File: src/hdl/complex_fir_matched_filter_top_macros.svh
// Assertion macros for the complex FIR matched filter.
// Used by the top level; expects signals named clk and arst_n in scope.
`ifndef COMPLEX_FIR_MATCHED_FILTER_TOP_MACROS_SVH
`define COMPLEX_FIR_MATCHED_FILTER_TOP_MACROS_SVH
`ifndef SYNTHESIS
// The consequent must hold in the same cycle as the antecedent.
`define CFMF_ASSERT_SAME(lbl, ante, cons) \
	lbl: assert property (@(posedge clk) disable iff (!arst_n) (ante) |-> (cons)) \
		else $error("complex FIR same-cycle check failed");
// The consequent must hold in the cycle after the antecedent.
`define CFMF_ASSERT_NEXT(lbl, ante, cons) \
	lbl: assert property (@(posedge clk) disable iff (!arst_n) (ante) |=> (cons)) \
		else $error("complex FIR next-cycle check failed");
`else
`define CFMF_ASSERT_SAME(lbl, ante, cons)
`define CFMF_ASSERT_NEXT(lbl, ante, cons)
`endif
`endif

File: src/hdl/cfmf_pkg.sv
// Shared types and constants for the complex FIR matched filter.
// No dependencies; every other file of the block but the assertion macros header uses this package.
package cfmf_pkg;

	localparam int MAX_TAPS_DEF    = 16;
	localparam int SAMPLE_BITS_DEF = 16;
	localparam int TAPS_RESET      = 16;

	localparam int FIELD_W     = 16;
	localparam int COEF_IDX_W  = 4;
	localparam int OUT_W       = 40;
	localparam int CFG_ADDR_W  = 2;
	localparam int CFG_DATA_W  = 5;

	// Configuration register indexes.
	localparam logic [CFG_ADDR_W-1:0] REG_TAPS    = 2'd0;
	localparam logic [CFG_ADDR_W-1:0] REG_CONJ    = 2'd1;
	localparam logic [CFG_ADDR_W-1:0] REG_REVERSE = 2'd2;

	// Input item function codes.
	localparam logic FUNC_SAMPLE = 1'b0;
	localparam logic FUNC_COEF   = 1'b1;

	// Control bundle broadcast from the sequencer to every tap cell.
	typedef struct packed {
		logic shift;
		logic en1;
		logic en2;
		logic conj;
		logic rev;
	} cfmf_cell_ctrl_t;

endpackage

File: src/hdl/cfmf_cell.sv
// One tap cell: delay register, weight register, effective weight, complex product.
// Depends on cfmf_pkg for the control bundle type.
module cfmf_cell #(
	parameter int SB = cfmf_pkg::SAMPLE_BITS_DEF
) (
	input  logic                       clk,
	input  logic                       arst_n,
	input  cfmf_pkg::cfmf_cell_ctrl_t  ctrl,
	input  logic                       active,
	input  logic signed [SB-1:0]       d_prev_re,
	input  logic signed [SB-1:0]       d_prev_im,
	output logic signed [SB-1:0]       d_re,
	output logic signed [SB-1:0]       d_im,
	input  logic                       wr_en,
	input  logic signed [SB-1:0]       wr_re,
	input  logic signed [SB-1:0]       wr_im,
	output logic signed [SB-1:0]       w_re,
	output logic signed [SB-1:0]       w_im,
	input  logic signed [SB-1:0]       wrev_re,
	input  logic signed [SB-1:0]       wrev_im,
	output logic signed [2*SB+1:0]     sum_re,
	output logic signed [2*SB+1:0]     sum_im
);
	localparam int PW = 2*SB+1;
	localparam int SW = 2*SB+2;

	logic signed [SB-1:0] d_re_q, d_im_q, w_re_q, w_im_q;
	logic signed [SB-1:0] eff_re_q;
	logic signed [SB:0]   eff_im_q;
	logic signed [SB-1:0] sel_re, sel_im;
	logic signed [SB:0]   sel_im_x, eff_im_n;
	logic signed [PW-1:0] prr_s1, pqq_s1, prq_s1, pqr_s1;
	logic signed [SW-1:0] sum_re_s2, sum_im_s2;

	// Weight seen by this tap: own or mirrored, optionally conjugated.
	// The imaginary part carries one extra bit so the most negative value negates exactly.
	always_comb begin
		sel_re   = ctrl.rev ? wrev_re : w_re_q;
		sel_im   = ctrl.rev ? wrev_im : w_im_q;
		sel_im_x = (SB+1)'(sel_im);
		eff_im_n = ctrl.conj ? -sel_im_x : sel_im_x;
	end

	always_ff @(posedge clk or negedge arst_n) begin
		if (!arst_n) begin
			d_re_q   <= '0;
			d_im_q   <= '0;
			w_re_q   <= '0;
			w_im_q   <= '0;
			eff_re_q <= '0;
			eff_im_q <= '0;
		end else begin
			if (ctrl.shift) begin
				d_re_q <= d_prev_re;
				d_im_q <= d_prev_im;
			end
			if (wr_en) begin
				w_re_q <= wr_re;
				w_im_q <= wr_im;
			end
			eff_re_q <= active ? sel_re : '0;
			eff_im_q <= active ? eff_im_n : '0;
		end
	end

	always_ff @(posedge clk) begin
		if (ctrl.en1) begin
			prr_s1 <= d_re_q * eff_re_q;
			pqq_s1 <= d_im_q * eff_im_q;
			prq_s1 <= d_re_q * eff_im_q;
			pqr_s1 <= d_im_q * eff_re_q;
		end
		if (ctrl.en2) begin
			sum_re_s2 <= SW'(prr_s1) - SW'(pqq_s1);
			sum_im_s2 <= SW'(prq_s1) + SW'(pqr_s1);
		end
	end

	assign d_re   = d_re_q;
	assign d_im   = d_im_q;
	assign w_re   = w_re_q;
	assign w_im   = w_im_q;
	assign sum_re = sum_re_s2;
	assign sum_im = sum_im_s2;

endmodule

File: config.mk
export PLATFORM = sky130hd
export DESIGN_NAME = cfmf_cell
export DESIGN_NICKNAME = d
export VERILOG_FILES = /design/src/hdl/complex_fir_matched_filter_top_macros.svh /design/src/hdl/cfmf_pkg.sv /design/src/hdl/cfmf_cell.sv
export SDC_FILE = /design/constraint.sdc
export NUM_CORES = 2
export LEC_CHECK = 0
export BUFFER_PORTS_ARGS = -buffer_cell sky130_fd_sc_hd__buf_2
export CORE_MARGIN = 5
export CORE_UTILIZATION = 30
export DETAILED_ROUTE_END_ITERATION = 12
export PLACE_DENSITY = 0.47
export SETUP_SLACK_MARGIN = 0.4
export SYNTH_ARGS = -nofsm -noshare
export SYNTH_HDL_FRONTEND = slang
export SYNTH_SLANG_ARGS = --single-unit
export TNS_END_PERCENT = 5
File: constraint.sdc
create_clock -name clk -period 6.2 [get_ports clk]
set_input_delay 0.93 -clock clk [delete_from_list [all_inputs] [get_ports clk]]
set_output_delay 0.93 -clock clk [all_outputs]
set_load 0.01 [all_outputs]
==> flow_metrics.tcl <==
set metrics [dict create \
    drc 0 \
    finalMaxSlewViolations 0 \
    final_cell_mix "inv_1, fa_1, nand2_1" \
    grt_overflow_total 0 \
    crit_path_frequent_cell "fa_1" \
    antenna_found_initial 17 \
    cp_cell_sequence "buf_12 > and2_1 > fa_1 > inv_1 > fa_1 > inv_1 > fa_1 > fa_2 > fa_1 > inv_1 > fa_1 > inv_1 > ha_1 > a21o_1 > a21o_1 > a21oi_2 > o21a_1 > o31ai_2 > a221o_1 > a221o_1 > a21o_1 > a21oi_2 > xnor2_1" \
    die_y_um 432 \
    syn_area_mm2 0.0535 \
    via_per_inst 4.51 \
    crit_path_start_kind "flop" \
    clkTransAtPathRegs_ns 0.06 \
    synth_nets 7034 \
    end_kind "flop" \
    synth_flop_cell "edfxtp_1" \
    wl_per_cell_um 18.5 \
    crit_type "flop to flop" \
    pre_cts_ws_ns -0.317 \
    root_buffer "clkbuf_16" \
    crit_required_ns 6.59 \
    timing.final.crit_share_pct 103 \
    synth-edff-count 198 \
    layout_commonest_cell "inv_1" \
    crit_slowest_cell "fa_1" \
    coreArea_mm2 0.178 \
    worst_pin_slew_ns 0.889 \
    boundaryPins 237 \
    status "finished with violations" \
    drive_gt1_share_pct 18.0 \
    placed_cell_area_mm2 0.0615 \
    fin_area_mm2 0.0643 \
    cp.arrival_ns 6.77 \
    htree_levels 2 \
    yosys_warnings 0 \
    whs_ns 0.144 \
    syn_inst 5452 \
    violations "setup timing" \
    layout_setup_ws_ns -0.180 \
    hp-class "input port to async pin" \
    hold_viol_final 0 \
    dp_hpwl_um 133000 \
    grt_max_degree 77 \
    grt_pass1_vias 42000 \
    clock_sinks 295 \
    finalSetupViolCount 6 \
    async_flop_share_pct 32.9 \
    ys_seq_area_share_pct 15.6 \
    ys_top_cells_by_area "fa_1, edfxtp_1, ha_1" \
    dr.pass1.iters 6 \
    antenna_left 0 \
    yosys.area.top_type "fa_1" \
    fmax_mhz 157 \
    syn_avg_cell_area_um2 9.82 \
    gp_congestion 0.848 \
    synth_seq_cells 295 \
    fin_skew_ns 0.0478 \
    holdBufCountCts 0 \
    track_usage_pct 17.3 \
    die_x_um 432 \
    initial_core_util_pct 30.1 \
    fin_nets 7624 \
    tritoncts "yes" \
    cp_max_fo 8 \
    die-area_mm2 0.187 \
    numPortBuffers 236 \
    rows 155 \
    vias 38100 \
    fin_crit_ns 6.38 \
    slew-limit-headroom_pct 40.8 \
    rsz0062_at_grt "true" \
    grt_first_pass_wirelength_um 249000 \
    syn_to_final_growth_pct 20.1 \
    cts_buffer_depth 3 \
    wl_um 156000 \
    clk_latency_ns 0.68 \
    final_core_util_pct 36.1 \
    drt_iter0_markers 1828 \
    drv_cap 0 \
    numCtsBuffers 44 \
    synth_top_area_share_pct 40.3 \
    critPathMaxStageDelay_ns 0.54 \
    synth.distinct_cells 69 \
]
## cell families after synthesis
family	Yosys count	synth area share [%]
flops	295	15.6
compound gates	479	5.76
xor+xnor	212	3.47
mux	94	1.90
buf+inv	1464	10.3
simple gates	1431	13.3
fa+ha+maj	1477	49.6
## worst max-delay path, delay by kind of cell, from the launching register on
kind / cells / cell delay (ns)
AO/OA/AOI/OAI: 9 / 1.85
AND/OR/NAND/NOR: 1 / 0.16
XOR/XNOR: 1 / 0.07
adder cells (fa/ha/maj): 7 / 3.24
buffers and inverters: 5 / 0.37
flip-flops: 1 / 0.42
## through the flow
step / cells / setup TNS, ns
after global routing: 8433 / -5.86
after floorplan: 5452 / 0
after global placement: 8333 / -3.75
after CTS: 8429 / -0.379
after detailed placement: 8333 / -4.70
final: 8439 / -0.496
## worst paths after layout
kind | from | endpoint | slack [ns] | depth (start not counted)
max | eff_im_q[5] | pqq_s1[31] | -0.18 | 23
min | arst_n | w_re[9] | 0.14 | 1
max reg2reg | eff_im_q[5] | pqq_s1[31] | -0.18 | 23
min reg2reg | w_re[4] | w_re[4] | 0.53 | 1
max in group asynchronous | arst_n | d_im[3] | 4.83 | 2
min in group clk | d_prev_re[2] | d_re[2] | 0.48 | 2
## metal layers
metal,share of wire [%],vias to the layer above,GRT usage [%]
met3,3.5,129,2.02
met5,0.017,-,0
met2,49,629,29.9
met1,45,19600,23.3
li1,-,17700,-
met4,2.5,4,3.85
## final cells by class
type	instances	area [µm²]
Inverter	1243	4670
Sequential cell	295	8410
Multi-Input combinational cell	3693	40600
Clock buffer	57	1260
Tap cell	2355	2950
Clock inverter	23	329
Antenna cell	8	20.0
Fill cell	18200	114000
Timing Repair Buffer	765	6010
## registers in the layout, summed over array words and instances (netlist names)
name,count
pqr_s1,32
pqq_s1,33
eff_re_q,16
prr_s1,32
eff_im_q,17
sum_re,34
d_re,16
prq_s1,33
sum_im,34
w_re,16
d_im,16
w_im,16
## timing repair
item / CTS / global route
pin swaps: 80 / 47
resized for setup: 143 / 84
endpoints found under the setup margin: 70 / 79
setup buffers: 16 / 2
## cell usage after synthesis, types with 26 or more instances
cell type	instances
fa_1	1078
nand2_1	569
xor2_1	50
xnor2_1	162
a21o_1	74
edfxtp_1	198
and2_1	519
ha_1	399
nor2b_1	41
inv_1	1243
a21oi_1	160
nand2b_1	38
mux2_2	62
o21ai_0	85
o21a_1	26
nor3_1	33
dfrtp_1	97
mux2i_1	32
clkbuf_1	211
nor2_1	144
Power is not shown: default switching activity piles up to over one toggle a cycle in this logic, so the estimate is an artifact.
