`config.mk`:
```
export PLATFORM = sky130hd
export DESIGN_NAME = cfmf_adder_tree
export DESIGN_NICKNAME = d
export VERILOG_FILES = /design/src/hdl/complex_fir_matched_filter_top_macros.svh /design/src/hdl/cfmf_pkg.sv /design/src/hdl/cfmf_adder_tree.sv
export SDC_FILE = /design/constraint.sdc
export NUM_CORES = 2
export LEC_CHECK = 0
export BUFFER_PORTS_ARGS = -buffer_cell sky130_fd_sc_hd__buf_2
export CAP_MARGIN = 0
export CORE_MARGIN = 1.5
export CORE_UTILIZATION = 35
export CTS_BUF_LIST = sky130_fd_sc_hd__clkbuf_4 sky130_fd_sc_hd__clkbuf_8
export DETAILED_ROUTE_END_ITERATION = 6
export PLACE_DENSITY = 0.59
export SYNTH_ARGS = -nofsm -noshare
export SYNTH_HDL_FRONTEND = slang
export SYNTH_SLANG_ARGS = --single-unit
```
`constraint.sdc`:
```
create_clock -name clk -period 57.4 [get_ports clk]
set_clock_uncertainty 0.05 [all_clocks]
set_input_delay 11.48 -clock clk [delete_from_list [all_inputs] [get_ports clk]]
set_output_delay 11.48 -clock clk [all_outputs]
set_load 0.02 [all_outputs]
```
`src/hdl/complex_fir_matched_filter_top_macros.svh`:
```
// Assertion macros for the complex FIR matched filter.
// Used by the top level; expects signals named clk and arst_n in scope.
`ifndef COMPLEX_FIR_MATCHED_FILTER_TOP_MACROS_SVH
`define COMPLEX_FIR_MATCHED_FILTER_TOP_MACROS_SVH
`ifndef SYNTHESIS
// The consequent must hold in the same cycle as the antecedent.
`define CFMF_ASSERT_SAME(lbl, ante, cons) \
	lbl: assert property (@(posedge clk) disable iff (!arst_n) (ante) |-> (cons)) \
		else $error("complex FIR same-cycle check failed");
// The consequent must hold in the cycle after the antecedent.
`define CFMF_ASSERT_NEXT(lbl, ante, cons) \
	lbl: assert property (@(posedge clk) disable iff (!arst_n) (ante) |=> (cons)) \
		else $error("complex FIR next-cycle check failed");
`else
`define CFMF_ASSERT_SAME(lbl, ante, cons)
`define CFMF_ASSERT_NEXT(lbl, ante, cons)
`endif
`endif

```
`src/hdl/cfmf_pkg.sv`:
```
// Shared types and constants for the complex FIR matched filter.
// No dependencies; every other file of the block but the assertion macros header uses this package.
package cfmf_pkg;

	localparam int MAX_TAPS_DEF    = 16;
	localparam int SAMPLE_BITS_DEF = 16;
	localparam int TAPS_RESET      = 16;

	localparam int FIELD_W     = 16;
	localparam int COEF_IDX_W  = 4;
	localparam int OUT_W       = 40;
	localparam int CFG_ADDR_W  = 2;
	localparam int CFG_DATA_W  = 5;

	// Configuration register indexes.
	localparam logic [CFG_ADDR_W-1:0] REG_TAPS    = 2'd0;
	localparam logic [CFG_ADDR_W-1:0] REG_CONJ    = 2'd1;
	localparam logic [CFG_ADDR_W-1:0] REG_REVERSE = 2'd2;

	// Input item function codes.
	localparam logic FUNC_SAMPLE = 1'b0;
	localparam logic FUNC_COEF   = 1'b1;

	// Control bundle broadcast from the sequencer to every tap cell.
	typedef struct packed {
		logic shift;
		logic en1;
		logic en2;
		logic conj;
		logic rev;
	} cfmf_cell_ctrl_t;

endpackage

```
`src/hdl/cfmf_adder_tree.sv`:
```
// Registered binary adder tree with per-level valid and backpressure.
// Sums the complex tap products; the root register is the output register.
// Depends on cfmf_pkg for the default leaf count and widths.
module cfmf_adder_tree #(
	parameter int N  = cfmf_pkg::MAX_TAPS_DEF,
	parameter int LW = 2*cfmf_pkg::SAMPLE_BITS_DEF+2,
	parameter int AW = LW + $clog2(N)
) (
	input  logic                 clk,
	input  logic                 arst_n,
	input  logic                 in_valid,
	input  logic                 in_last,
	output logic                 in_ready,
	input  logic signed [LW-1:0] leaf_re [N],
	input  logic signed [LW-1:0] leaf_im [N],
	output logic                 out_valid,
	input  logic                 out_ready,
	output logic                 out_last,
	output logic signed [AW-1:0] out_re,
	output logic signed [AW-1:0] out_im
);
	localparam int L  = $clog2(N);
	localparam int NP = 1 << L;

	logic signed [AW-1:0] lf_re [NP];
	logic signed [AW-1:0] lf_im [NP];
	logic signed [AW-1:0] node_re_q [NP-1];
	logic signed [AW-1:0] node_im_q [NP-1];
	logic                 vld_q  [L];
	logic                 last_q [L];
	logic                 ld     [L];

	for (genvar j = 0; j < NP; j++) begin : g_leaf
		if (j < N) begin : g_used
			assign lf_re[j] = AW'(leaf_re[j]);
			assign lf_im[j] = AW'(leaf_im[j]);
		end else begin : g_pad
			assign lf_re[j] = '0;
			assign lf_im[j] = '0;
		end
	end

	// Depth 0 is the root; a level loads when empty or when the level above drains it.
	for (genvar d = 0; d < L; d++) begin : g_level
		if (d == 0) begin : g_root
			assign ld[d] = !vld_q[d] || out_ready;
		end else begin : g_inner
			assign ld[d] = !vld_q[d] || ld[d-1];
		end
		always_ff @(posedge clk or negedge arst_n) begin
			if (!arst_n) begin
				vld_q[d]  <= 1'b0;
				last_q[d] <= 1'b0;
			end else if (ld[d]) begin
				if (d == L-1) begin
					vld_q[d]  <= in_valid;
					last_q[d] <= in_last;
				end else begin
					vld_q[d]  <= vld_q[(d == L-1) ? d : d+1];
					last_q[d] <= last_q[(d == L-1) ? d : d+1];
				end
			end
		end
	end

	for (genvar k = 0; k < NP-1; k++) begin : g_node
		localparam int D  = $clog2(k+2) - 1;
		localparam int C0 = 2*k + 1;
		logic signed [AW-1:0] ca_re, ca_im, cb_re, cb_im;
		if (C0 >= NP-1) begin : g_from_leaf
			assign ca_re = lf_re[C0-(NP-1)];
			assign ca_im = lf_im[C0-(NP-1)];
			assign cb_re = lf_re[C0+1-(NP-1)];
			assign cb_im = lf_im[C0+1-(NP-1)];
		end else begin : g_from_node
			assign ca_re = node_re_q[C0];
			assign ca_im = node_im_q[C0];
			assign cb_re = node_re_q[C0+1];
			assign cb_im = node_im_q[C0+1];
		end
		always_ff @(posedge clk) begin
			if (ld[D]) begin
				node_re_q[k] <= ca_re + cb_re;
				node_im_q[k] <= ca_im + cb_im;
			end
		end
	end

	assign in_ready  = ld[L-1];
	assign out_valid = vld_q[0];
	assign out_last  = last_q[0];
	assign out_re    = node_re_q[0];
	assign out_im    = node_im_q[0];

endmodule

```
==> flow_summary.yaml <==
run_status:
  status: "finished, final reports clean"
place:
  gp_congestion: 0.974
  place_area_mm2: 0.0962
  portBuffers: 1171
  dp_hpwl_um: 242000
  dp_slack_ns: 32.95
global_route:
  grt_max_degree: 126
  grt_usage_pct: 22.4
  antenna_found_initial: 38
  grt_pass1_vias: 71493
  grt.overflow.total: 0
  grt_pass1_wl_um: 430000
critical_path:
  worstSetupEndpointType: "output pin"
  crit_fanout: 5
  r2r-end: "node_im_q[1][109]"
  critPathRequiredTime_ns: 45.87
  critPathKind: "primary input to output pin"
  worst-path-buf-inv: 3
  reg2reg_depth: 7
  timing.rr.start: "out_valid"
  rrSetupSlack_ns: 52.54
  crit_chain: "buf_2, nor2b_1, nand4_1, buf_4, buf_2"
  crit_slowest_cell: "nor2b_1"
  cp_common_cell: "buf_2"
  cpLargestDelayFamily: "simple AND/OR/NAND/NOR gates"
  start_kind: "primary input"
  max_stage_delay_ns: 0.56
  arrival_ns: 12.93
power_and_ir_drop:
  ir_drop_mv: 0.0258
  p_per_area_mw_per_mm2: 52.3
  leakage_nw: 43.8
synth:
  synth_top_cell_by_area: "edfxtp_1"
  ys_types: 89
  syn_area_mm2: 0.0868
  syn_avg_cell_area_um2: 9.82
  ys_seq_area_share_pct: 38.0
  netlist.area_leader.share_pct: 37.8
  async_reset_ff_share_pct: 0.727
  synth_edf_count: 1092
  ys_warn_count: 0
  ys_ff_latch: 1100
  synth_ff_type: "edfxtp_1"
  synth_common_cells: "1092 x edfxtp_1, 1046 x ha_1, 1022 x a21oi_1"
  synth_area_leaders: "edfxtp_1 38%, ha_1 15%, xnor2_1 6.5%, a21oi_1 5.9%, a21o_1 4.8%"
  synth_most_common_cell: "edfxtp_1"
  synthCells: 8834
  syn_nets: 11003
clock_network:
  cts_tree: "built"
  cts_buffer_depth: 3
  holdBufCountCts: 0
  clkTransAtPathRegs_ns: 0.06
  htreeDepth: 4
  postCtsSetupRepairBufs: 0
  cts-root-buf: "clkbuf_8"
  cts_made_buffers: 194
  ctsResizeCount: 0
  cts_sinks: 1100
  insertion_delay_ns: 0.93
timing:
  max_clock_freq_mhz: 40.9
  whs_ns: 0.426
  setup_tns_ns: 0
  period_minus_slack_ns: 24.46
  rsz0062_at_grt: "false"
  final_hold_viol_count: 0
  setup_slack_ns: 32.94
  tightest_slew_ns: 1.24
  maxSlewHeadroom_pct: 17.1
  timing.final.crit_share_pct: 42.6
  drv_slew: 0
  finalSetupViolations: 0
floorplanning:
  start_util_pct: 35.2
  core-area_mm2: 0.246
  chipHeight_um: 501
  die_w_um: 501
  placementRows: 182
  die-area_mm2: 0.251
  io_pins: 1172
final_layout:
  area_growth_pct: 15.4
  finalInstanceArea_mm2: 0.100
  final_nets: 12183
  drive_gt1_share_pct: 15.8
detailed_routing:
  antenna_left: 0
  drt_iter0_markers: 5336
  wl_per_cell_um: 21.6
  drt_first_pass_iters: 6
  drt_wl_total_um: 292000
  drc: 0
  via_count: 73082
  via_per_inst: 5.41
worst_hold_path:
  min_path_type: "flop to flop"
  hold_end: "out_last"
  worstHoldStart: "last_q[2]"
  holdPathStages: 2
job:
  max_cap_violations: 0
cells by family (layout without fill, tap and decap cells):
family / Yosys count / after routing / share of synthesized area (%)
AOI/OAI and AO/OA: 3080 / 3080 / 22.6
and+or+nand+nor: 2070 / 2070 / 11.6
DFF: 1100 / 1100 / 38.0
adders and majority gates: 1076 / 1076 / 15.8
xor gates and xnor gates: 935 / 935 / 9.44
buffers and inverters: 563 / 1894 / 2.44
muxes: 10 / 10 / 0.123
other: 0 / 28 / 0
cell usage in the layout (no fill, tap or decap), types with 27 or more instances in the layout:
| cell | synthesis | final |
|---|---|---|
| a211o_1 | 29 | 29 |
| a211oi_1 | 83 | 83 |
| a21boi_0 | 32 | 32 |
| a21o_1 | 558 | 558 |
| a21oi_1 | 1022 | 1022 |
| a31o_2 | 27 | 27 |
| a31oi_1 | 103 | 103 |
| and2_1 | 52 | 52 |
| and3_1 | 91 | 91 |
| buf_2 | 3 | 1171 |
| clkbuf_4 | 0 | 40 |
| clkbuf_8 | 0 | 200 |
| clkinv_1 | 0 | 48 |
| clkinv_2 | 0 | 35 |
| diode_2 | 0 | 28 |
| edfxtp_1 | 1092 | 1092 |
| fa_1 | 30 | 30 |
| ha_1 | 1046 | 1046 |
| inv_1 | 354 | 353 |
| nand2_1 | 600 | 599 |
| nand2b_1 | 107 | 107 |
| nand3_1 | 197 | 196 |
| nand4_1 | 137 | 137 |
| nor2_1 | 484 | 484 |
| nor2b_1 | 135 | 135 |
| nor3_1 | 111 | 111 |
| nor4_1 | 27 | 27 |
| o211ai_1 | 37 | 37 |
| o21a_1 | 123 | 123 |
| o21ai_0 | 557 | 557 |
| o21bai_1 | 152 | 152 |
| o31ai_1 | 53 | 53 |
| xnor2_1 | 641 | 641 |
| xor2_1 | 294 | 294 |
sequential cells by signal, indices dropped and copies added (netlist names):
signal and flops:
out_last 1, last_q 3, vld_q 3, out_valid 1, node_re_q 546, node_im_q 546
worst max path at each step:
stage	end	cells past startpoint	start
global route	in_ready	5	out_ready
detailed placement	in_ready	5	out_ready
CTS	in_ready	5	out_ready
finish	in_ready	5	out_ready
global placement	in_ready	5	out_ready
floorplan	in_ready	2	out_ready
worst register-to-register path, cell delays in order, from the launching register on:
cell and delay [ns]:
dfrtp_1 0.37, nor2b_1 0.25, nand4_1 0.20, buf_4 0.50
buf_4 0.66, buf_4 0.65, buf_4 0.81, buf_4 0.90
report_power, final:
group / leakage, nW / internal, mW / switching [mW]
registers: 11.3 / 1.39 / 0.202
clock network: 2.06 / 0.408 / 0.343
logic: 30.4 / 1.12 / 1.77
stage by stage:
stage          instances  util, %  power, mW
3_5_place_dp       13130     39.1       4.49
2_1_floorplan       8834        -       3.53
5_1_grt            13496     40.7       5.62
3_3_place_gp       13130     39.1       4.48
6_report           13505     40.7       5.24
4_1_cts            13477     40.7       5.30
area by class of cell:
class / count / area, µm²
antenna: 28 / 70.1
clock buffer: 240 / 3050
clock inverter: 107 / 855
fill: 24298 / 146000
inverter: 354 / 1330
multi-input combinational: 7171 / 51700
sequential: 1100 / 33000
tap: 3312 / 4140
timing repair buffer: 1193 / 6040
metal layers:
layer  up-vias  track usage (%)  wire [µm]
li1      35736                -          -
met1     34822             28.8     128000
met2      2116             37.6     138000
met3       388             3.26      14700
met4        20             8.71      11600
met5         -                0        128
Note: power is estimated with default switching activity, not from simulation.
